[config.mk]
export PLATFORM = sky130hd
export DESIGN_NAME = ngga_queue
export DESIGN_NICKNAME = d
export VERILOG_FILES = /design/src/rtl/core/ngga_pkg.sv /design/src/rtl/core/ngga_queue.sv
export SDC_FILE = /design/constraint.sdc
export NUM_CORES = 1
export LEC_CHECK = 0
export BUFFER_PORTS_ARGS = -buffer_cell sky130_fd_sc_hd__buf_2
export CAP_MARGIN = 20
export CORE_AREA = 2 2 195 197
export DETAILED_ROUTE_END_ITERATION = 12
export DIE_AREA = 0 0 197 199
export SLEW_MARGIN = 10
export SYNTH_ARGS = -nofsm -noshare
export SYNTH_HDL_FRONTEND = slang
export SYNTH_SLANG_ARGS = --single-unit
[constraint.sdc]
create_clock -name i_clk -period 6.5 [get_ports i_clk]
set_input_delay 1.3 -clock i_clk [delete_from_list [all_inputs] [get_ports i_clk]]
set_output_delay 1.3 -clock i_clk [all_outputs]
set_load 0.01 [all_outputs]
[src/rtl/core/ngga_pkg.sv]
// Package: shared constants, types and the line summary for the GGA parser.
`default_nettype none
package ngga_pkg;
    localparam int LINE_LIMIT_DEF = 100;
    localparam logic [1:0] KIND_OK = 2'd0;
    localparam logic [1:0] KIND_CSUM = 2'd1;
    localparam logic [1:0] KIND_TYPE = 2'd2;
    localparam logic [1:0] KIND_FEW = 2'd3;

    typedef enum logic [2:0] {
        PH_START, PH_SIGN, PH_INT, PH_FRAC, PH_STOP
    } t_phase;

    // summary of one finished sentence line, handed to the back end
    typedef struct packed {
        logic        ok;
        logic        is_gga;
        logic        enough;
        logic [31:0] lat_raw;
        logic [31:0] lon_raw;
        logic [31:0] alt;
        logic [15:0] hdop;
        logic [15:0] sats;
        logic [15:0] qual;
        logic [17:0] utc;
        logic        has_fix;
        logic        lat_neg;
        logic        lon_neg;
    } t_line;

    typedef struct packed {
        logic [1:0]  line_kind;
        logic        fix_valid;
        logic [30:0] latitude;
        logic [31:0] longitude;
        logic [24:0] altitude;
        logic [7:0]  satellites;
        logic [15:0] hdop;
        logic [7:0]  fix_quality;
        logic [17:0] utc_hhmmss;
        logic [31:0] sentence_total;
        logic [31:0] checksum_errors;
    } t_result;

    function automatic logic [31:0] cap32(input logic [63:0] v, input logic [31:0] c);
        cap32 = (v > {32'd0, c}) ? c : v[31:0];
    endfunction
endpackage
`default_nettype wire

[src/rtl/core/ngga_queue.sv]
// Two-entry queue of line summaries between front and back end.
`default_nettype none
module ngga_queue (
    input  wire             i_clk,
    input  wire             i_rst_n,
    input  wire             i_valid,
    input  ngga_pkg::t_line i_line,
    output logic            o_ready,
    output logic            o_valid,
    output ngga_pkg::t_line o_line,
    input  wire             i_ready
);
    import ngga_pkg::*;
    t_line r_mem [2];
    logic r_wp, r_rp;
    logic [1:0] r_cnt;
    logic push, pop;

    assign o_ready = r_cnt != 2'd2;
    assign o_valid = r_cnt != 2'd0;
    assign o_line = r_mem[r_rp];
    assign push = i_valid && o_ready;
    assign pop = o_valid && i_ready;

    always_ff @(posedge i_clk) begin
        if (!i_rst_n) begin
            r_wp <= 1'b0; r_rp <= 1'b0; r_cnt <= 2'd0;
        end else begin
            if (push) r_wp <= !r_wp;
            if (pop) r_rp <= !r_rp;
            r_cnt <= r_cnt + {1'b0, push} - {1'b0, pop};
        end
        if (push) r_mem[r_wp] <= i_line;
    end
endmodule
`default_nettype wire

* Word level (Yosys, flattened, before mapping)
Memory sizes are Yosys's and may differ from the RTL's. A register that Yosys moved wholly into a read port is not among the register bits.
Index checks and enable logic that the tools add are counted.
** Storage, ports and cells
- Register bits after elaboration :: 4
- Bits of input ports :: 172
- Word-level logic and storage cells :: 16
- Memories :: 1
- Bits in writable memories :: 336
- Output and inout bits :: 170
** Memory list
- r_mem :: depth 2, bits a word 168, read ports 1, clocked after Yosys merged registers in 1, wr ports 1, RTL line ngga_queue.sv:14 : t_line r_mem [2];
** Cells by class
- Reduce and logical (&&, ||, !) cells :: 5
- Equal/unequal tests :: 1
- Muxes and demuxes :: 4
- Add/sub/neg operators :: 2
** Operators with widths (number)
- $mux 1 :: 4
- $add 2x1->2 :: 1
- $logic_and 1x1->1 :: 2
- $logic_not 1->1 :: 2
- $ne 2x2->1 const B :: 1
- $reduce_bool 2->1 :: 1
- $sub 2x1->2 :: 1

* Depth between registers and ports, before layout
Gate-level depths: netlist of run 1.
- Word-level depth :: 4
- Depth in mapped cells :: 6

* Least setup slack after synthesis of run 1
OpenSTA, ideal clock, no wires.
- Path type :: in2reg
- Start point :: input port i_valid
- End point :: memory r_mem[1][0] (netlist bit), enable pin
- Cell stages on the path :: 1
- Path slack :: 753 ps
- Arrival time :: 5198 ps
- Library setup time :: 549 ps
- Cells stage by stage :: and3_1
** Between the ends
- Word-level cells in the longest chain between the ends :: 3
** RTL lines
- start: declaration :: RTL line ngga_queue.sv:6 : input wire i_valid,
- $logic_and 1x1->1 :: RTL line ngga_queue.sv:22 : assign push = i_valid && o_ready;
- $mux 1 :: RTL line ngga_queue.sv:33 : if (push) r_mem[r_wp] <= i_line;
- $mux 1 (implied by the code) :: RTL line ngga_queue.sv:33
- end: declaration :: RTL line ngga_queue.sv:14
No other way between the ends.

==> out/qor.csv, run 1 <==
metric;value;unit
dpl ws;3220;ps
Top Ports;342;
Tmin final;3810;ps
Core ar.;37100;um^2
worst-margin pin slew;862;ps
hold path startpoint;r_rp$_SDFFE_PN0P_;
Remaining Overflow, GRT;0;
unrepaired setup endpoints after global routing;no;
die area;39200;um^2
Pre-Repair DR Iteration Count;6;
antenna violations before repair;5;
Leak;6.23;nW
largest family of logic cells by synthesized area;multiplexers;
CTS root buf;clkbuf_16;
Worst-path clk slew;60;ps
CTS Hold Buffers Added;0;
Worst Setup End Kind;output port;
post-synthesis compound-gate area fraction;0.342;%
arrival time worst endpoint;2510;ps
PortBufs;341;
clock sink count;341;
postcts setup bufs;0;
Mapped Cells;553;
mapped cell area;12800;um^2
Final Skew;15.7;ps
post-route ant nets;0;
maximum vdd drop;230;uV
Post-synth ARST share;0;%
FMAX;262;MHz
Filler cells;3321;
footprint of the multi-input gates;2430;um^2
Seq cells post-synth;341;
Psw;1.49;mW
layout cells sized above 1;60.6;%
Final Hold Fails;0;
largest cells by area after synthesis;edfxtp_1, mux2_4, mux2_2;
Slew Viols, Final;0;
FF+latch area;10200;um^2
Synth Area in Adders;0.0977;%
drt wl/cell;17.7;um
routed vias;6325;
H-tree depth;2;
most common cell after layout, fill and taps aside;buf_2;
Post-Route Setup TNS;0;ps
Flop pwr share;45.1;%
Yosys cell types;25;
vias in the first global route;6487;
total power;6.11;mW
critical path class;flop to output port;
endpoints failing setup;0;
Synth Area in XOR/XNOR;0.0684;%
Clock Power Share;35.3;%
clock latency at the later pin of the worst-skew pair;530;ps
top cell type by total area after synthesis;edfxtp_1;
sw frac;24.4;%
sequential area share after synthesis;79.5;%
number of synthesized flops with an enable pin;336;
Synth top area share;78.8;%
CTS tree;yes;
placed inst area;15000;um^2
GRT Overall Usage;12.4;%
hpwl dp;16300;um
Post-Route WL;25200;um
CTS Buf Count;38;
Final nets;1094;
Placement Rows;71;
Syn Nets;726;
fin crit share;58.7;%
Post-Layout Inst Area;16300;um^2
top_reg_cell synth;edfxtp_1;
power density over the cells;375;nW/um^2
Crit Reg-Reg Startpoint;r_cnt[0]$_SDFF_PN0_;
post-cts sizing count;0;
Area Overhead vs Synth;27.2;%
proportion of synthesized area in mux cells;17.7;%
first-pass GRT wire length;36700;um
most frequent cells in the layout;buf_2, edfxtp_1, mux2_4, mux2_2, clkbuf_16;
kind of start point of the critical path;flop;
largest net degree at the start of global routing;97;
Die X;197;um
DR iter-0 viols;255;
placer congestion estimate;0.723;
status;completed;
Final WS setup;2690;ps
initial core utilization;34.5;%
Data required, critical path;5200;ps
Max-Cap Viols;0;
Residual DRC;0;
Synth Warn #;0;
HP Class;flop to flop;
Via density;4.44;
crit path max fanout;44;
DIE HEIGHT;199;um
cell-internal power;4.62;mW
clk buf depth;3;
fin util;43.9;%
simple-gate share of the synthesized area;0.684;%
Post-Syn Area per Cell;23.2;um^2
combinational share of power;19.6;%
Rel. slew slack;42.5;%
==> cell families (layout without fill, tap and decap cells) <==
family | after synthesis | after routing
flip-flops | 341 | 341
AO/OA/AOI/OAI | 6 | 6
AND/OR/NAND/NOR | 15 | 15
XOR/XNOR | 1 | 1
adder cells (fa/ha/maj) | 1 | 1
multiplexers | 168 | 168
other | 0 | 4
buffers and inverters | 21 | 415
==> state kept, by name (all words and copies together) (netlist names), named ones only <==
name,cells
r_rp,1
r_mem,336
r_wp,1
r_cnt,2
==> cells in the mapped netlist, types with 2 or more instances <==
master / count
nor2_1: 4
mux2_2: 67
and3_1: 2
buf_6: 15
dfxtp_1: 5
edfxtp_1: 336
inv_1: 2
o21ai_0: 2
buf_2: 4
mux2_4: 101
==> path summary, 6_finish.rpt <==
path | end | slack, ps | cells after the start
setup / recovery | o_line[45] | 2690 | 3
hold / removal | r_rp$_SDFFE_PN0P_ | 510 | 2
setup reg to reg | r_mem[0][16]$_DFFE_PP_ | 4040 | 4
hold reg to reg | r_rp$_SDFFE_PN0P_ | 510 | 2
==> worst max-delay path, cell delays in order (launching register included) <==
cell	delay, ps
dfxtp_4	710
buf_4	630
mux2_2	420
buf_2	140
==> cell type report <==
| cell class | instances | area share (%) |
|---|---|---|
| antenna | 4 | 0.0614 |
| clock buffer | 48 | 6.46 |
| clock inverter | 18 | 1.30 |
| inverter | 2 | 0.0768 |
| multi-input combinational | 191 | 14.9 |
| sequential | 341 | 62.6 |
| tap | 474 | 3.64 |
| timing repair buffer | 347 | 11.0 |
==> metal layers <==
metal	track usage [%]	vias up	routed length, um
met3	4.78	40	2260
met2	20.3	223	12300
met5	0	-	45
met4	5.82	6	682
li1	-	2954	-
met1	14.5	3102	9920
==> power groups by stage <==
stage | Combinational (mW) | Clock, mW | Sequential, mW
after floorplan | 0.841 | 0 | 2.79
after global placement | 1.22 | 0 | 2.79
after detailed placement | 1.23 | 0 | 2.80
after CTS | 1.23 | 2.22 | 2.76
after global routing | 1.29 | 2.31 | 2.77
final | 1.20 | 2.15 | 2.75
==> metrics by stage <==
stage                     hold slack, ps  std cells
final                                514       1425
after floorplan                      472        553
after CTS                            517       1421
after global routing                 557       1421
after global placement               485       1355
after detailed placement             500       1355
Note: power is estimated with default switching activity, not from simulation.
==> run 2: changes to the inputs <==
Clock period 6.5 ns to 3.5 ns, I/O delays scaled along.
==> run 2 against run 1 <==
Effect of this change:
- worst hold slack worse by 160 ps
- global-route usage rose by 0.20 points
- non-clock buffer count up 7
- clock skew increased by 3.0 ps
- combinational power grew 93%
- critical path type unchanged
- clock power grew 77%
- register-to-register slack worse by 2700 ps
- largest cell class unchanged
==> out/qor.csv, run 2 (synthesis gave the netlist of run 1 again) <==
metric;value;unit
status;completed;
largest net degree at the start of global routing;79;
Final nets;1101;
placed inst area;15100;um^2
Post-Route WL;25500;um
cell family with most CP delay;flip-flops;
Die X;197;um
clk buf depth;3;
gr busiest metal;met2;
layout cells sized above 1;60.6;%
Final Hold Fails;0;
Slew Viols, Final;0;
Data required, critical path;2800;ps
final cell count without fillers;1430;
Top Ports;342;
PortBufs;341;
maximum vdd drop;453;uV
Pre-Repair DR Iteration Count;6;
arrival time worst endpoint;2090;ps
Leak;6.23;nW
crit path max fanout;50;
DR iter-0 viols;171;
H-tree depth;2;
DIE HEIGHT;199;um
critical path class;flop to output port;
CTS tree;yes;
slowest stage delay, CP;600;ps
Slowest-stage cell, CP;dfxtp_4;
post-route ant nets;0;
CTS root buf;clkbuf_16;
fin crit share;79.8;%
GRT Overall Usage;12.6;%
power density over the cells;686;nW/um^2
Worst Setup End Kind;output port;
Rel. slew slack;52.5;%
Tmin final;2790;ps
antenna violations before repair;1;
FMAX;358;MHz
Worst-path clk slew;60;ps
routed vias;6384;
crit path cell chain;buf_12, mux2_2, buf_2;
most common cell after layout, fill and taps aside;buf_2;
Max-Cap Viols;0;
Final WS setup;706;ps
Post-Route Setup TNS;0;ps
Reg with most FFs;r_mem;
M2 GR Usage;21.2;%
placer congestion estimate;0.728;
post-cts sizing count;0;
unrepaired setup endpoints after global routing;no;
initial core utilization;34.5;%
first-pass GRT wire length;37500;um
vias in the first global route;6618;
Final Skew;18.7;ps
kind of start point of the critical path;flop;
worst-margin pin slew;711;ps
max reg flops;336;
die area;39200;um^2
most frequent cells in the layout;buf_2, edfxtp_1, mux2_4, mux2_2, clkbuf_16;
postcts setup bufs;0;
CTS Buf Count;38;
Worst Path Buf+Inv;2;
HP Class;input port to flop;
met3 Track Usage GR;4.22;%
CTS Hold Buffers Added;0;
clock latency at the later pin of the worst-skew pair;530;ps
Filler cells;3320;
hpwl dp;17000;um
dpl ws;1030;ps
endpoints failing setup;0;
Placed Instances;1362;
biggest regs;r_mem (336), r_cnt (2);
Post-Layout Inst Area;16300;um^2
Residual DRC;0;
Area Overhead vs Synth;27.4;%
Core ar.;37100;um^2
Via density;4.46;
Placement Rows;71;
grt met1 use;14.7;%
clock sink count;341;
Remaining Overflow, GRT;0;
drt wl/cell;17.8;um
==> run 2: final cells by class <==
cell class              count  area, um^2  share of cell area [%]
inverters                   2        11.3                  0.0690
well taps                 474         593                    3.63
clock buffers              46        1040                    6.40
repair buffers            354        1890                    11.6
multi-input cells         191        2430                    14.9
clock inverters            21         156                   0.958
diodes                      1        2.50                  0.0153
flip-flops and latches    341       10200                    62.5
==> run 2: worst reg2reg max path, cell delays in order (launching register included) <==
cell,delay (ps)
dfxtp_1,360
nand2b_1,220
nand3b_1,180
clkinvlp_4,600
buf_12,450
==> run 2: power breakdown <==
group,leakage [nW],switching [mW],internal [mW]
Clock,0.583,1.53,2.27
Combinational,2.46,1.15,1.16
Sequential,3.18,0.126,4.96
Total,6.23,2.81,8.39
==> run 2: worst paths after layout <==
check                                         start                     end  slack [ps]  cells past startpoint
worst max-delay path                           flop              o_line[19]         710                      3
worst max register to register  r_cnt[0]$_SDFF_PN0_  r_mem[0][93]$_DFFE_PP_        1380                      4
worst min-delay path                     i_line[46]  r_mem[0][46]$_DFFE_PP_         350                      1
worst min register to register    r_rp$_SDFFE_PN0P_                    flop         510                      2
==> run 2: layer usage <==
metal | vias up | routed length (um)
met3 | 44 | 1980
met1 | 3145 | 10200
met2 | 232 | 12600
met4 | 0 | 724
met5 | - | 0
li1 | 2963 | -
==> run 2: per-stage QoR <==
| step | total power, mW | hold slack, ps | util [%] |
|---|---|---|---|
| finish | 11.2 | 355 | 44.0 |
| global placement | 7.51 | 487 | 40.7 |
| global route | 11.7 | 319 | 44.0 |
| detailed placement | 7.54 | 493 | 40.7 |
| floorplan | 6.71 | 472 | - |
| CTS | 11.4 | 308 | 43.9 |
==> run 3: changes to the inputs <==
Clock period 3.5 ns to 2.5 ns, I/O delays scaled along.
==> run 3 against run 2 <==
Effect of this change:
- worst hold slack worse by 200 ps
- design area down 0.55%
- die area unchanged
- clock-buffer cell count unchanged
- sequential share of layout area up 0.36 points
- utilization down 0.24 points
- global-route usage down 0.054 points
- largest power group unchanged
- highest routed layer is now met5
==> out/qor.csv, run 3 (synthesis gave the netlist of run 1 again) <==
metric;value;unit
status;completed;
H-tree depth;2;
crit path to;o_line[149];
hold path startpoint;i_line[26];
FF+latch area;10200;um^2
Data required, critical path;2000;ps
Top Ports;342;
Via density;4.44;
max reg flops;336;
Reg with most FFs;r_mem;
placer congestion estimate;0.705;
Residual DRC;0;
combinational share of power;21.5;%
Rel. slew slack;63.7;%
antenna violations before repair;4;
dpl ws;647;ps
crit path cell chain;buf_16, mux2_2, buf_2;
FMAX;417;MHz
cell-internal power;11.4;mW
fin crit share;95.8;%
maximum vdd drop;571;uV
largest net degree at the start of global routing;89;
routed vias;6343;
kind of start point of the critical path;flop;
slowest stage delay, CP;400;ps
PortBufs;341;
drt wl/cell;17.9;um
DIE HEIGHT;199;um
most common cell after layout, fill and taps aside;buf_2;
Psw;3.81;mW
Slowest-stage cell, CP;mux2_2;
WP depth;3;
crit path max fanout;74;
CTS Hold Buffers Added;0;
hpwl dp;17000;um
first-pass GRT wire length;37000;um
CTS root buf;clkbuf_16;
Final nets;1103;
total power;15.2;mW
Worst-path clk slew;60;ps
biggest regs;r_mem (336), r_cnt (2);
Final Skew;15.0;ps
Core ar.;37100;um^2
clock latency at the later pin of the worst-skew pair;530;ps
Flop pwr share;46.6;%
Remaining Overflow, GRT;0;
cell family with most CP delay;buffers and inverters;
final cell count without fillers;1429;
arrival time worst endpoint;1900;ps
Placement Rows;71;
footprint of the multi-input gates;2440;um^2
Crit Reg-Reg Startpoint;r_cnt[0]$_SDFF_PN0_;
CTS tree;yes;
endpoints failing setup;0;
clk buf depth;3;
postcts setup bufs;0;
Slew Viols, Final;0;
Tmin final;2400;ps
initial core utilization;34.5;%
R2R cell count;4;
Worst Setup End Kind;output port;
clock sink count;341;
Area Overhead vs Synth;26.7;%
Max-Cap Viols;0;
GRT Overall Usage;12.6;%
sw frac;25.1;%
Clock Power Share;31.9;%
Final WS setup;104;ps
hold_ws;159;ps
Worst Path Buf+Inv;2;
DR iter-0 viols;197;
fin util;43.7;%
power density over the cells;937;nW/um^2
HP Class;input port to flop;
die area;39200;um^2
worst-margin pin slew;545;ps
Post-Route WL;25500;um
critical path class;flop to output port;
Leak;6.20;nW
Pre-Repair DR Iteration Count;4;
most frequent cells in the layout;buf_2, edfxtp_1, mux2_4, mux2_2, clkbuf_16;
flop2flop setup slack;810;ps
CTS Buf Count;37;
post-cts sizing count;0;
Final Hold Fails;0;
post-route ant nets;0;
Filler cells;3298;
unrepaired setup endpoints after global routing;no;
Die X;197;um
layout cells sized above 1;60.9;%
vias in the first global route;6482;
Placed Instances;1365;
critical register-to-register path endpoint;r_mem[0][112]$_DFFE_PP_;
[run 3: cell count changes in the layout (fill, tap and decap cells not counted), moves of 2 or more]
cell	change
clkinvlp_4	-2
dfxtp_1	-2
clkinv_2	+4
clkinv_1	-4
clkbuf_16	-4
dfxtp_2	+2
buf_4	+2
clkbuf_1	+4
[run 3: how the worst min path moves through the flow]
stage	end	cells after the start	slack, ps
floorplan	flop	2	470
global placement	r_rp$_SDFFE_PN0P_	2	490
detailed placement	r_rp$_SDFFE_PN0P_	2	490
CTS	r_mem[0][26]$_DFFE_PP_	1	110
global route	r_mem[0][25]$_DFFE_PP_	1	120
finish	r_mem[0][26]$_DFFE_PP_	1	160
[run 3: per-stage QoR]
step / TNS (ps) / instance area (um^2)
2_1_floorplan: -261870 / 12800
3_3_place_gp: 0 / 15200
3_5_place_dp: 0 / 15200
4_1_cts: 0 / 16200
5_1_grt: 0 / 16200
6_report: 0 / 16200
[run 3: power by group through the flow]
stage / clock network [mW] / logic, mW / registers (mW)
3_5_place_dp: 0 / 3.33 / 7.21
3_3_place_gp: 0 / 3.32 / 7.19
5_1_grt: 5.25 / 3.53 / 7.14
4_1_cts: 5.05 / 3.35 / 7.09
6_report: 4.84 / 3.27 / 7.09
2_1_floorplan: 0 / 2.20 / 7.21
[run 3: routing by layer]
metal / vias to the layer above / wire length [um] / GRT usage [%]
met5: - / 11 / 0
met3: 53 / 2010 / 4.32
met1: 3098 / 10100 / 14.3
li1: 2964 / - / -
met4: 2 / 802 / 6.04
met2: 226 / 12600 / 21.2
[run 3: layout make-up]
class                   count  area share (%)
diodes                      2          0.0308
inverters                   2          0.0694
repair buffers            357            11.9
well taps                 474            3.65
multi-input cells         191            15.0
flip-flops and latches    341            62.8
clock buffers              46            5.91
clock inverters            16           0.594
