### config.mk
export PLATFORM = sky130hd
export DESIGN_NAME = ngga_front
export DESIGN_NICKNAME = d
export VERILOG_FILES = /design/src/rtl/core/ngga_pkg.sv /design/src/rtl/core/ngga_front.sv
export SDC_FILE = /design/constraint.sdc
export NUM_CORES = 2
export LEC_CHECK = 0
export BUFFER_PORTS_ARGS = -buffer_cell sky130_fd_sc_hd__buf_2
export CAP_MARGIN = 30
export CORE_ASPECT_RATIO = 1.4
export CORE_MARGIN = 3
export CORE_UTILIZATION = 52
export CTS_CLUSTER_DIAMETER = 30
export CTS_CLUSTER_SIZE = 10
export DETAILED_ROUTE_END_ITERATION = 7
export GPL_TIMING_DRIVEN = 1
export MAX_ROUTING_LAYER = met4
export PLACE_DENSITY_LB_ADDON = 0.08
export SKIP_LAST_GASP = 1
export SYNTH_ARGS = -nofsm -noshare
export SYNTH_HDL_FRONTEND = slang
export SYNTH_SLANG_ARGS = --single-unit
### constraint.sdc
create_clock -name i_clk -period 23.6 [get_ports i_clk]
set_clock_uncertainty 0.05 [all_clocks]
set_input_delay 2.36 -clock i_clk [delete_from_list [all_inputs] [get_ports i_clk]]
set_output_delay 2.36 -clock i_clk [all_outputs]
set_load 0.02 [all_outputs]
### src/rtl/core/ngga_pkg.sv
// Package: shared constants, types and the line summary for the GGA parser.
`default_nettype none
package ngga_pkg;
    localparam int LINE_LIMIT_DEF = 100;
    localparam logic [1:0] KIND_OK = 2'd0;
    localparam logic [1:0] KIND_CSUM = 2'd1;
    localparam logic [1:0] KIND_TYPE = 2'd2;
    localparam logic [1:0] KIND_FEW = 2'd3;

    typedef enum logic [2:0] {
        PH_START, PH_SIGN, PH_INT, PH_FRAC, PH_STOP
    } t_phase;

    // summary of one finished sentence line, handed to the back end
    typedef struct packed {
        logic        ok;
        logic        is_gga;
        logic        enough;
        logic [31:0] lat_raw;
        logic [31:0] lon_raw;
        logic [31:0] alt;
        logic [15:0] hdop;
        logic [15:0] sats;
        logic [15:0] qual;
        logic [17:0] utc;
        logic        has_fix;
        logic        lat_neg;
        logic        lon_neg;
    } t_line;

    typedef struct packed {
        logic [1:0]  line_kind;
        logic        fix_valid;
        logic [30:0] latitude;
        logic [31:0] longitude;
        logic [24:0] altitude;
        logic [7:0]  satellites;
        logic [15:0] hdop;
        logic [7:0]  fix_quality;
        logic [17:0] utc_hhmmss;
        logic [31:0] sentence_total;
        logic [31:0] checksum_errors;
    } t_result;

    function automatic logic [31:0] cap32(input logic [63:0] v, input logic [31:0] c);
        cap32 = (v > {32'd0, c}) ? c : v[31:0];
    endfunction
endpackage
`default_nettype wire

### src/rtl/core/ngga_front.sv
// Front end: line assembly, checksum and per-field digit accumulation.
`default_nettype none
module ngga_front #(
    parameter int LINE_LIMIT = ngga_pkg::LINE_LIMIT_DEF
) (
    input  wire              i_clk,
    input  wire              i_rst_n,
    input  wire              i_valid,
    input  wire [7:0]        i_byte,
    output logic             o_ready,
    output logic             o_valid,
    output ngga_pkg::t_line  o_line,
    input  wire              i_ready
);
    import ngga_pkg::*;
    localparam logic [6:0] LIM = 7'(LINE_LIMIT - 1);

    logic [6:0] r_len, n_len;
    logic r_sent, n_sent, r_star, n_star, r_hstop, n_hstop, r_sfirst, n_sfirst;
    logic [7:0] r_xor, n_xor, r_given, n_given;
    logic [1:0] r_hcnt, n_hcnt, r_tm, n_tm;
    logic [4:0] r_fld, n_fld;
    logic [31:0] r_lat, n_lat, r_lon, n_lon, r_alt, n_alt;
    logic [15:0] r_hdop, n_hdop, r_sats, n_sats, r_qual, n_qual;
    logic [17:0] r_utc, n_utc;
    logic r_tm3, n_tm3;
    logic r_hlat, n_hlat, r_hlon, n_hlon, r_nlat, n_nlat, r_nlon, n_nlon;
    logic r_dlat, n_dlat, r_dlon, n_dlon, r_qpos, n_qpos;
    t_phase r_ph, n_ph;
    logic r_neg, n_neg, r_any, n_any;
    logic [2:0] r_frac, n_frac;
    logic r_ov, n_ov;
    t_line r_out, n_out;

    logic [7:0] c;
    logic is_dig, fire, term;
    logic [3:0] d, hv;
    logic hvalid;
    logic [2:0] nf;
    logic [31:0] p10;
    logic [16:0] h10;

    assign c = i_byte;
    assign fire = i_valid && o_ready;
    assign o_ready = !r_ov || i_ready;
    assign o_valid = r_ov;
    assign o_line = r_out;
    assign is_dig = (c >= 8'h30) && (c <= 8'h39);
    assign d = 4'(c - 8'h30);
    assign term = (c == 8'd10) || (c == 8'd13);

    always_comb begin
        hvalid = 1'b1;
        hv = 4'd0;
        if (is_dig) hv = d;
        else if (c >= 8'h41 && c <= 8'h46) hv = 4'(c - 8'h37);
        else if (c >= 8'h61 && c <= 8'h66) hv = 4'(c - 8'h57);
        else hvalid = 1'b0;
    end

    always_comb begin
        n_len = r_len; n_sent = r_sent; n_star = r_star; n_hstop = r_hstop;
        n_sfirst = r_sfirst; n_xor = r_xor; n_given = r_given; n_hcnt = r_hcnt;
        n_tm = r_tm; n_tm3 = r_tm3; n_fld = r_fld; n_lat = r_lat; n_lon = r_lon;
        n_alt = r_alt; n_hdop = r_hdop; n_sats = r_sats; n_qual = r_qual;
        n_utc = r_utc; n_hlat = r_hlat; n_hlon = r_hlon; n_nlat = r_nlat;
        n_nlon = r_nlon; n_dlat = r_dlat; n_dlon = r_dlon; n_qpos = r_qpos;
        n_ph = r_ph; n_neg = r_neg; n_any = r_any; n_frac = r_frac;
        n_ov = r_ov && !i_ready; n_out = r_out;
        nf = (r_frac < 3'd7) ? r_frac + 3'd1 : r_frac;
        p10 = 32'd0;
        h10 = 17'd0;
        if (fire) begin
            if (term) begin
                n_len = 7'd0;
                if (r_len != 7'd0 && r_sent) begin
                    n_ov = 1'b1;
                    n_out.ok = r_star && !r_sfirst && r_hcnt == 2'd2 && r_xor == r_given;
                    n_out.is_gga = r_tm3;
                    n_out.enough = r_fld >= 5'd9;
                    n_out.lat_raw = r_lat;
                    n_out.lon_raw = r_lon;
                    n_out.alt = r_alt;
                    n_out.hdop = r_hdop;
                    n_out.sats = r_sats;
                    n_out.qual = r_qual;
                    n_out.utc = r_utc;
                    n_out.has_fix = r_hlat && r_hlon && r_qpos;
                    n_out.lat_neg = r_nlat ^ r_dlat;
                    n_out.lon_neg = r_nlon ^ r_dlon;
                end
            end else if (r_len >= LIM) begin
                n_len = 7'd0;
            end else begin
                n_len = r_len + 7'd1;
                if (r_len == 7'd0) begin
                    n_sent = (c == 8'h24);
                    n_xor = 8'd0; n_star = 1'b0; n_hcnt = 2'd0; n_given = 8'd0;
                    n_fld = 5'd0; n_tm = 2'd0; n_tm3 = 1'b0; n_lat = 32'd0;
                    n_lon = 32'd0; n_alt = 32'd0; n_hdop = 16'd0; n_sats = 16'd0;
                    n_qual = 16'd0; n_utc = 18'd0; n_hlat = 1'b0; n_hlon = 1'b0;
                    n_nlat = 1'b0; n_nlon = 1'b0; n_dlat = 1'b0; n_dlon = 1'b0;
                    n_qpos = 1'b0; n_sfirst = 1'b0; n_ph = PH_START; n_neg = 1'b0;
                    n_any = 1'b0; n_frac = 3'd0; n_hstop = 1'b0;
                end else if (r_sent) begin
                    if (r_star) begin
                        if (r_hcnt < 2'd2) begin
                            if (!r_hstop && hvalid) n_given = {r_given[3:0], hv};
                            else n_hstop = 1'b1;
                            n_hcnt = r_hcnt + 2'd1;
                        end
                    end else if (c == 8'h2A || c == 8'h2C) begin
                        // field end
                        if (c == 8'h2A) begin
                            n_star = 1'b1;
                            if (r_len == 7'd1) n_sfirst = 1'b1;
                        end else begin
                            n_xor = r_xor ^ c;
                            if (r_fld < 5'd19) n_fld = r_fld + 5'd1;
                        end
                        unique case (r_fld)
                            5'd2: begin
                                if (r_any) n_hlat = 1'b1;
                                if (r_neg) n_nlat = 1'b1;
                            end
                            5'd4: begin
                                if (r_any) n_hlon = 1'b1;
                                if (r_neg) n_nlon = 1'b1;
                            end
                            5'd6: if (r_neg) begin
                                n_qual = 16'd0;
                                n_qpos = 1'b0;
                            end
                            5'd7: if (r_neg) n_sats = 16'd0;
                            5'd8: if (r_neg) n_hdop = 16'd0;
                            5'd9: begin
                                if (r_neg)
                                    n_alt = 32'd0 - ((r_alt > 32'd999999) ? 32'd999999 : r_alt);
                                else if (r_alt > 32'd9999999)
                                    n_alt = 32'd9999999;
                            end
                            default: ;
                        endcase
                        n_ph = PH_START; n_neg = 1'b0; n_any = 1'b0; n_frac = 3'd0;
                    end else begin
                        n_xor = r_xor ^ c;
                        if (r_len >= 7'd3 && r_len <= 7'd5 && !r_tm3
                            && {5'd0, r_tm} == r_len - 7'd3
                            && c == ((r_len == 7'd5) ? 8'h41 : 8'h47)) begin
                            if (r_tm == 2'd2) n_tm3 = 1'b1;
                            else n_tm = r_tm + 2'd1;
                        end
                        if (r_ph == PH_START && (c == 8'h53 || c == 8'h57)) begin
                            if (r_fld == 5'd3) n_dlat = 1'b1;
                            if (r_fld == 5'd5) n_dlon = 1'b1;
                        end
                        if (r_ph != PH_STOP) begin
                            if (is_dig) begin
                                n_any = 1'b1;
                                if (r_ph == PH_FRAC) begin
                                    n_frac = nf;
                                    unique case (nf)
                                        3'd1: p10 = 32'd10000;
                                        3'd2: p10 = 32'd1000;
                                        3'd3: p10 = 32'd100;
                                        3'd4: p10 = 32'd10;
                                        3'd5: p10 = 32'd1;
                                        default: p10 = 32'd0;
                                    endcase
                                    case (nf)
                                        3'd1: h10 = 17'd10;
                                        3'd2: h10 = 17'd1;
                                        default: h10 = 17'd0;
                                    endcase
                                end else begin
                                    n_ph = PH_INT;
                                end
                                unique case (r_fld)
                                    5'd1: if (r_ph != PH_FRAC)
                                        n_utc = 18'(cap32({46'd0, r_utc} * 64'd10 + 64'(d),
                                                          32'd235959));
                                    5'd2: begin
                                        if (r_ph != PH_FRAC)
                                            n_lat = cap32({32'd0, r_lat} * 64'd10
                                                + 64'(d) * 64'd100000, 32'hFFFFFFFF);
                                        else if (nf <= 3'd5)
                                            n_lat = cap32({32'd0, r_lat} + 64'(d) * 64'(p10),
                                                          32'hFFFFFFFF);
                                    end
                                    5'd4: begin
                                        if (r_ph != PH_FRAC)
                                            n_lon = cap32({32'd0, r_lon} * 64'd10
                                                + 64'(d) * 64'd100000, 32'hFFFFFFFF);
                                        else if (nf <= 3'd5)
                                            n_lon = cap32({32'd0, r_lon} + 64'(d) * 64'(p10),
                                                          32'hFFFFFFFF);
                                    end
                                    5'd6: begin
                                        if (d != 4'd0) n_qpos = 1'b1;
                                        if (r_ph != PH_FRAC)
                                            n_qual = 16'(cap32({48'd0, r_qual} * 64'd10
                                                + 64'(d), 32'd65535));
                                    end
                                    5'd7: if (r_ph != PH_FRAC)
                                        n_sats = 16'(r_sats * 16'd10 + 16'(d));
                                    5'd8: begin
                                        if (r_ph != PH_FRAC)
                                            n_hdop = 16'(cap32({48'd0, r_hdop} * 64'd10
                                                + 64'(d) * 64'd100, 32'd65535));
                                        else
                                            n_hdop = 16'(cap32({48'd0, r_hdop}
                                                + 64'(d) * 64'(h10), 32'd65535));
                                    end
                                    5'd9: begin
                                        if (r_ph != PH_FRAC)
                                            n_alt = cap32({32'd0, r_alt} * 64'd10
                                                + 64'(d) * 64'd10, 32'd10000000);
                                        else if (nf == 3'd1)
                                            n_alt = cap32({32'd0, r_alt} + 64'(d),
                                                          32'd10000000);
                                    end
                                    default: ;
                                endcase
                            end else if (c == 8'h2E && r_ph != PH_FRAC) begin
                                n_ph = PH_FRAC;
                            end else if ((c == 8'h2B || c == 8'h2D) && r_ph == PH_START) begin
                                n_ph = PH_SIGN;
                                n_neg = (c == 8'h2D);
                            end else begin
                                n_ph = PH_STOP;
                            end
                        end
                    end
                end
            end
        end
    end

    always_ff @(posedge i_clk) begin
        if (!i_rst_n) begin
            r_len <= '0; r_sent <= 1'b0; r_star <= 1'b0; r_hstop <= 1'b0;
            r_sfirst <= 1'b0; r_xor <= '0; r_given <= '0; r_hcnt <= '0; r_tm <= '0;
            r_tm3 <= 1'b0; r_fld <= '0; r_lat <= '0; r_lon <= '0; r_alt <= '0;
            r_hdop <= '0; r_sats <= '0; r_qual <= '0; r_utc <= '0; r_hlat <= 1'b0;
            r_hlon <= 1'b0; r_nlat <= 1'b0; r_nlon <= 1'b0; r_dlat <= 1'b0;
            r_dlon <= 1'b0; r_qpos <= 1'b0; r_ph <= PH_START; r_neg <= 1'b0;
            r_any <= 1'b0; r_frac <= '0; r_ov <= 1'b0;
        end else begin
            r_len <= n_len; r_sent <= n_sent; r_star <= n_star; r_hstop <= n_hstop;
            r_sfirst <= n_sfirst; r_xor <= n_xor; r_given <= n_given; r_hcnt <= n_hcnt;
            r_tm <= n_tm; r_tm3 <= n_tm3; r_fld <= n_fld; r_lat <= n_lat; r_lon <= n_lon;
            r_alt <= n_alt; r_hdop <= n_hdop; r_sats <= n_sats; r_qual <= n_qual;
            r_utc <= n_utc; r_hlat <= n_hlat; r_hlon <= n_hlon; r_nlat <= n_nlat;
            r_nlon <= n_nlon; r_dlat <= n_dlat; r_dlon <= n_dlon; r_qpos <= n_qpos;
            r_ph <= n_ph; r_neg <= n_neg; r_any <= n_any; r_frac <= n_frac;
            r_ov <= n_ov;
        end
        r_out <= n_out;
    end
endmodule
`default_nettype wire

After elaboration in Yosys (flattened, before gate mapping)
Index checks and enable logic that the tools add are counted.

storage, ports and cells
  flip-flop bits (word level) = 383
  output and inout bits = 170
  word-level logic and storage cells = 481

cells by class
  add/subtract/negate cells = 21
  $mul = 12
  magnitude comparators = 26
  equality and inequality tests = 45
  mux-type cells = 234
  bitwise logic cells = 5
  reduce and logical (&&, ||, !) cells = 95

operators with widths
  kind                     number
  $mux W32                 46
  $mux W16                 31
  $mux W18                 9
  $mux W17                 9
  $gt A37 B32 Y1 const B   4
  $mul A32 B3 Y35 const B  3
  $reduce_and A8 Y1        11
  $mux W1                  86
  $mux W8                  10
  $add A32 B36 Y37         2
  $add A36 B21 Y37         2
  $pmux W14 S5             1
  $reduce_and A10 Y1       7
  $mux W3                  18
  $reduce_bool A2 Y1       25
  $eq A8 B6 Y1 const B     6
  $gt A21 B16 Y1 const B   2
  $mul A16 B3 Y19 const B  2
  $add A36 B8 Y37          1
  $gt A37 B24 Y1 const B   1
  $mul A4 B32 Y36          1
  $add A32 B4 Y33          1
  $gt A33 B24 Y1 const B   1
  $gt A32 B20 Y1 const B   1
  other kinds (78)         158

Depth between registers and ports, before layout
  depth in word-level cells = 27
  depth in mapped cells = 37

Least setup slack after synthesis
No wires, ideal clock.

  kind = input -> register
  start = input port i_byte[1]
  end = register r_out (netlist bit o_line[0]), enable pin
  library setup time = 1.115 ns
  arrival = 19.043 ns
  path slack = 3.392 ns
  stages = 8
  path buffers = 1
  cells stage by stage = clkbuf_1 > inv_1 > ha_1 > nand2_1 > nand2_1 > nand2_1 > nor2_1 > nor4bb_1

between the ends
  longest elaborated chain between the ends = 3

RTL lines
  item                                    line               RTL
  start, declared                         ngga_front.sv:9    input wire [7:0] i_byte,
  $eq A8 B4 Y1                            ngga_front.sv:50   assign term = (c == 8'd10) || (c == 8'd13);
  $logic_or A1 B1 Y1 (*)                  ngga_front.sv:50
  $reduce_and A3 Y1 (no source line) (*)  -
  end signal, assigned                    ngga_front.sv:258  r_out <= n_out;
  end, declared                           ngga_front.sv:33   t_line r_out, n_out;

Every way passes the cells marked *; elsewhere a longest branch is shown, timed or not.
A chain may end at the register's enable or synchronous reset.

Worst setup path after layout
  start = input port i_byte[1]
  end = register r_lon[20]

between the ends
  longest elaborated chain between the ends = 14

RTL lines
  item                  line               RTL
  $sub A4 B1 Y4         ngga_front.sv:49   assign d = 4'(c - 8'h30);
  $mul A4 B32 Y36       ngga_front.sv:195  n_lon = cap32({32'd0, r_lon} + 64'(d) * 64'(p10),
  $add A32 B36 Y37      ngga_front.sv:195
  $gt A37 B32 Y1        ngga_pkg.sv:46     cap32 = (v > {32'd0, c}) ? c : v[31:0];
  $mux W32              ngga_pkg.sv:46
  $mux W32              ngga_front.sv:194  else if (nf <= 3'd5)
  $mux W32              ngga_front.sv:191  if (r_ph != PH_FRAC)
  $mux W32              ngga_front.sv:178  unique case (r_fld)
  $mux W32              ngga_front.sv:158  if (is_dig) begin
  $mux W32              ngga_front.sv:157  if (r_ph != PH_STOP) begin
  $mux W32              ngga_front.sv:112  end else if (c == 8'h2A || c == 8'h2C) begin
  $mux W32              ngga_front.sv:106  if (r_star) begin
  $mux W32              ngga_front.sv:105  end else if (r_sent) begin
  $mux W32              ngga_front.sv:96   if (r_len == 7'd0) begin
  end signal, assigned  ngga_front.sv:251  r_tm <= n_tm; r_tm3 <= n_tm3; r_fld <= n_fld; r_lat <= n_lat; r_lon <= n_lon;
  end, declared         ngga_front.sv:23   logic [31:0] r_lat, n_lat, r_lon, n_lon, r_alt, n_alt;

Several ways; a longest one is shown, not always the timed one. The select of a mux whose other input is x is not followed.

==> results.txt <==
* Vias in the first global route: 31820
- Clock tree synthesis selected as its root buffer the cell clkbuf_16.
* Wirelength per Cell: 20.79 um
- Tcrit/Tclk final: 39.57%
- The post-route netlist has 10.17% of its cells at a drive strength greater than 1.
* Worst slew margin: 29.47%
* Clock latency at the later pin of the worst-skew pair: 640 ps
- Maximum vdd drop: 0.04897 mV
- Endpoint required time on the critical path: 24070 ps
- Count of pins over their slew limit: 0
* Yosys warns: 0
- The initial antenna violation count is 0.
- Max Cap Viol: 0
- Final critical path time including I/O delays and setup: 9338 ps
* GP Congestion: 0.9875
- Total power for the finished layout comes to 2.473 mW.
* Starting density of the core: 52.79%
- The number of hold-slack violations in the final timing report was 0.
* Remaining antenna violation count after routing: 0
- CP dominant cell by count: a21oi_1
- Post-Synthesis Cell Area: 0.03543 mm2
- Synth-to-Final Area Change: 13.29%
- Sequential cells burn 30.5% of the power.
* Worst slew pin tran: 1050 ps
- Proportion of netlist area held by the largest area contributor: 16.42%
- CP Class: primary input to flop
- Floorplan core area: 0.06712 mm2
- The biggest area contributor in the post-synthesis netlist is ha_1.
- Post-cts repair resize count: 0
- Via-to-Cell Ratio: 6.187
- Counting the fill cells in the layout gives 6112.
* Total number of vias: 32610
* Post-cts hold buffer count: 0
- The H-tree generated during clock tree synthesis spans 3 levels.
- For this block, the routed nets add up to 109.6 mm of wire.
* Clock Pin Slew Worst Setup and Hold Paths: 50 ps
- The critical path starts at i_byte[1].
- Summed over all nets, the switching power comes to 0.7837 mW.
- In this run the tool buffered the top-level ports with 181 buffer cells.
- RSZ-0062 raised after global routing: no
- The endpoint identified for the worst register-to-register timing path is r_lon[20].
* Synth async-reset ratio: 0%
- Failing checks: DRC
* Number of endpoints failing setup at the final stage: 0
- The floorplan step defined a die boundary enclosing 0.07135 mm2.
- Measured along the y axis, the die boundary spans 314.9 um.
- Part of the Yosys area used for sequential elements: 26.38%
- Clock sink count: 383
* Setup bufs post-CTS: 0
- In the final design database the tool counted 4865 nets.
- The first detailed-routing pass took 8 iterations.
- The synthesized design contains 168 enable-type register cells.
- TritonCTS built the clock tree.
- Internal cell power: 1.689 mW
- Predominant post-synthesis flop cell: dfxtp_1
- Global routing consumed, over all layers together, 31.23% of the routing resources.
* Width of the die: 226.6 um
- Largest fanout on the critical path: 28
* Number of flip-flops and latches in the synthesized netlist: 383
- Row Count: 112
- Number of ports placed on the die boundary: 182
- STA puts the critical path data arrival time at 9810 ps.
* Worst-path cell with the longest stage delay: a31oi_1
- CP endpoint kind: flop
- The largest single stage delay on the critical path is 870 ps.
- Instance count of the mapped netlist: 4188
- P per Cell Area: 61.60 mW/mm2
- In this run, CTS created clock tree buffers numbering 83.
- After legalization and detailed placement, the total HPWL measured 83.98 mm.
- Antenna diode instance count: 0
- In the routed design, unresolved DRC markers number 1.
- The average instance in the mapped netlist occupies 8.461 um2.
- Largest net degree at the start of global routing: 62
* Kind of launch point of the worst setup path: primary input
* Share of the core filled with cells: 59.81%
* Achievable Freq: 107.1 MHz
- In this run the worst setup path terminates at r_lon[20].
- Post-Route Setup TNS: 0 ps
* Buffer depth of the longest clock path: 3
- Share of power burned in the clock network: 48.6%
- Reg2Reg Depth: 29
* Synth Net Count: 4709
- The worst register-to-register path begins at r_ph[1].
- The flow ran to the end, but the final reports show violations.
- Initial DRC Count: 2088
* Total congestion overflow: 0
- Wire length of the first global-routing pass: 171.9 mm
- Synth top area cells: ha_1 (16%), edfxtp_1 (14%), dfxtp_1 (12%)
- Synthesis instantiated 90 different standard cells from the library.
- Setup slack on the worst reg-to-reg path comes out at 15020 ps.
* Reported leakage power: 18.08 nW
- Net switching is 31.69% of the power.
- Class of the tightest hold or removal check: flop to flop
* Comb pwr share: 20.9%
layer usage:
layer  vias to the layer above  part of all wire [%]  routed length (um)  GRT usage (%)
li1                      15890                     -                   -              -
met3                       320                   4.5                4881          3.474
met5                         -                     0                   0              -
met2                       959                    50               54720          54.01
met4                         0                   6.9                7596          19.72
met1                     15440                    39               42370          34.02
worst max-delay path, delay by kind of cell:
kind / cells / cell delay [ps]
buf+inv: 4 / 710
simple gates: 4 / 770
fa+ha+maj: 4 / 1630
compound gates: 16 / 3930
xor+xnor: 1 / 370
cells in the mapped netlist, types with 95 or more instances:
library cell / n
a21o_1: 95
a21oi_1: 337
clkbuf_1: 137
dfxtp_1: 215
edfxtp_1: 168
ha_1: 465
inv_1: 196
nand2_1: 394
nand3_1: 123
nor2_1: 299
nor3_1: 134
o21ai_0: 206
xnor2_1: 241
xor2_1: 110
cell type report:
class,instances,area (um2),area share [%]
flip-flops and latches,383,9349,23.29
clock inverters,58,739.5,1.842
clock buffers,98,2173,5.414
well taps,855,1070,2.665
multi-input cells,3457,24810,61.80
repair buffers,222,1261,3.142
inverters,197,740.7,1.845
cell families after synthesis:
logic type / synth area share [%]
simple gates: 19.76
compound gates: 21.97
fa+ha+maj: 18.91
flops: 26.38
xor+xnor: 8.739
buf+inv: 3.775
mux: 0.4696
worst min-delay path by stage:
stage	start	end	slack [ps]	depth (start not counted)
5_1_grt	r_sats[15]	o_line[52]	400	0
2_1_floorplan	r_sats[15]	o_line[52]	360	0
4_1_cts	r_sats[15]	o_line[52]	390	0
6_report	r_sats[15]	o_line[52]	380	0
3_3_place_gp	r_sats[15]	o_line[52]	360	0
3_5_place_dp	r_sats[15]	o_line[52]	370	0
through the flow:
step	area, um2	setup slack (ps)	hold slack, ps	std cells
finish	40140	14260	378.8	5270
global route	40140	13710	396.7	5270
CTS	40120	14370	385.0	5269
detailed placement	37200	13700	373.6	5113
global placement	37150	13750	364.5	5109
floorplan	35430	3392	357.9	4188
layout by cell type (no fill, tap or decap), drive strengths merged, types with 46 or more instances in the layout:
cell type / count
nand2b: 47
dfxtp: 215
inv: 210
o211ai: 50
a21oi: 337
ha: 465
nor2b: 46
edfxtp: 168
and3: 55
o221ai: 59
nor2: 299
o21a: 51
nand4: 51
clkbuf: 98
xnor2: 241
o21ai: 207
a31oi: 53
buf: 222
nor3: 134
xor2: 110
nand3: 124
a21o: 95
nand2: 394
power groups by stage:
stage               clock [mW]  combinational [mW]  sequential, mW
floorplan                    0               0.388           0.737
global placement             0               0.503           0.765
detailed placement           0               0.507           0.765
CTS                       1.22               0.510           0.753
global route              1.25               0.567           0.755
finish                    1.20               0.516           0.754
state kept, by name, indices dropped and copies added (netlist names), 16 cells and up:
name	flops
r_alt	32
r_lon	32
r_utc	18
r_lat	32
r_sats	16
r_hdop	16
o_line	168
r_qual	16
(Power assumes the default switching activity.)
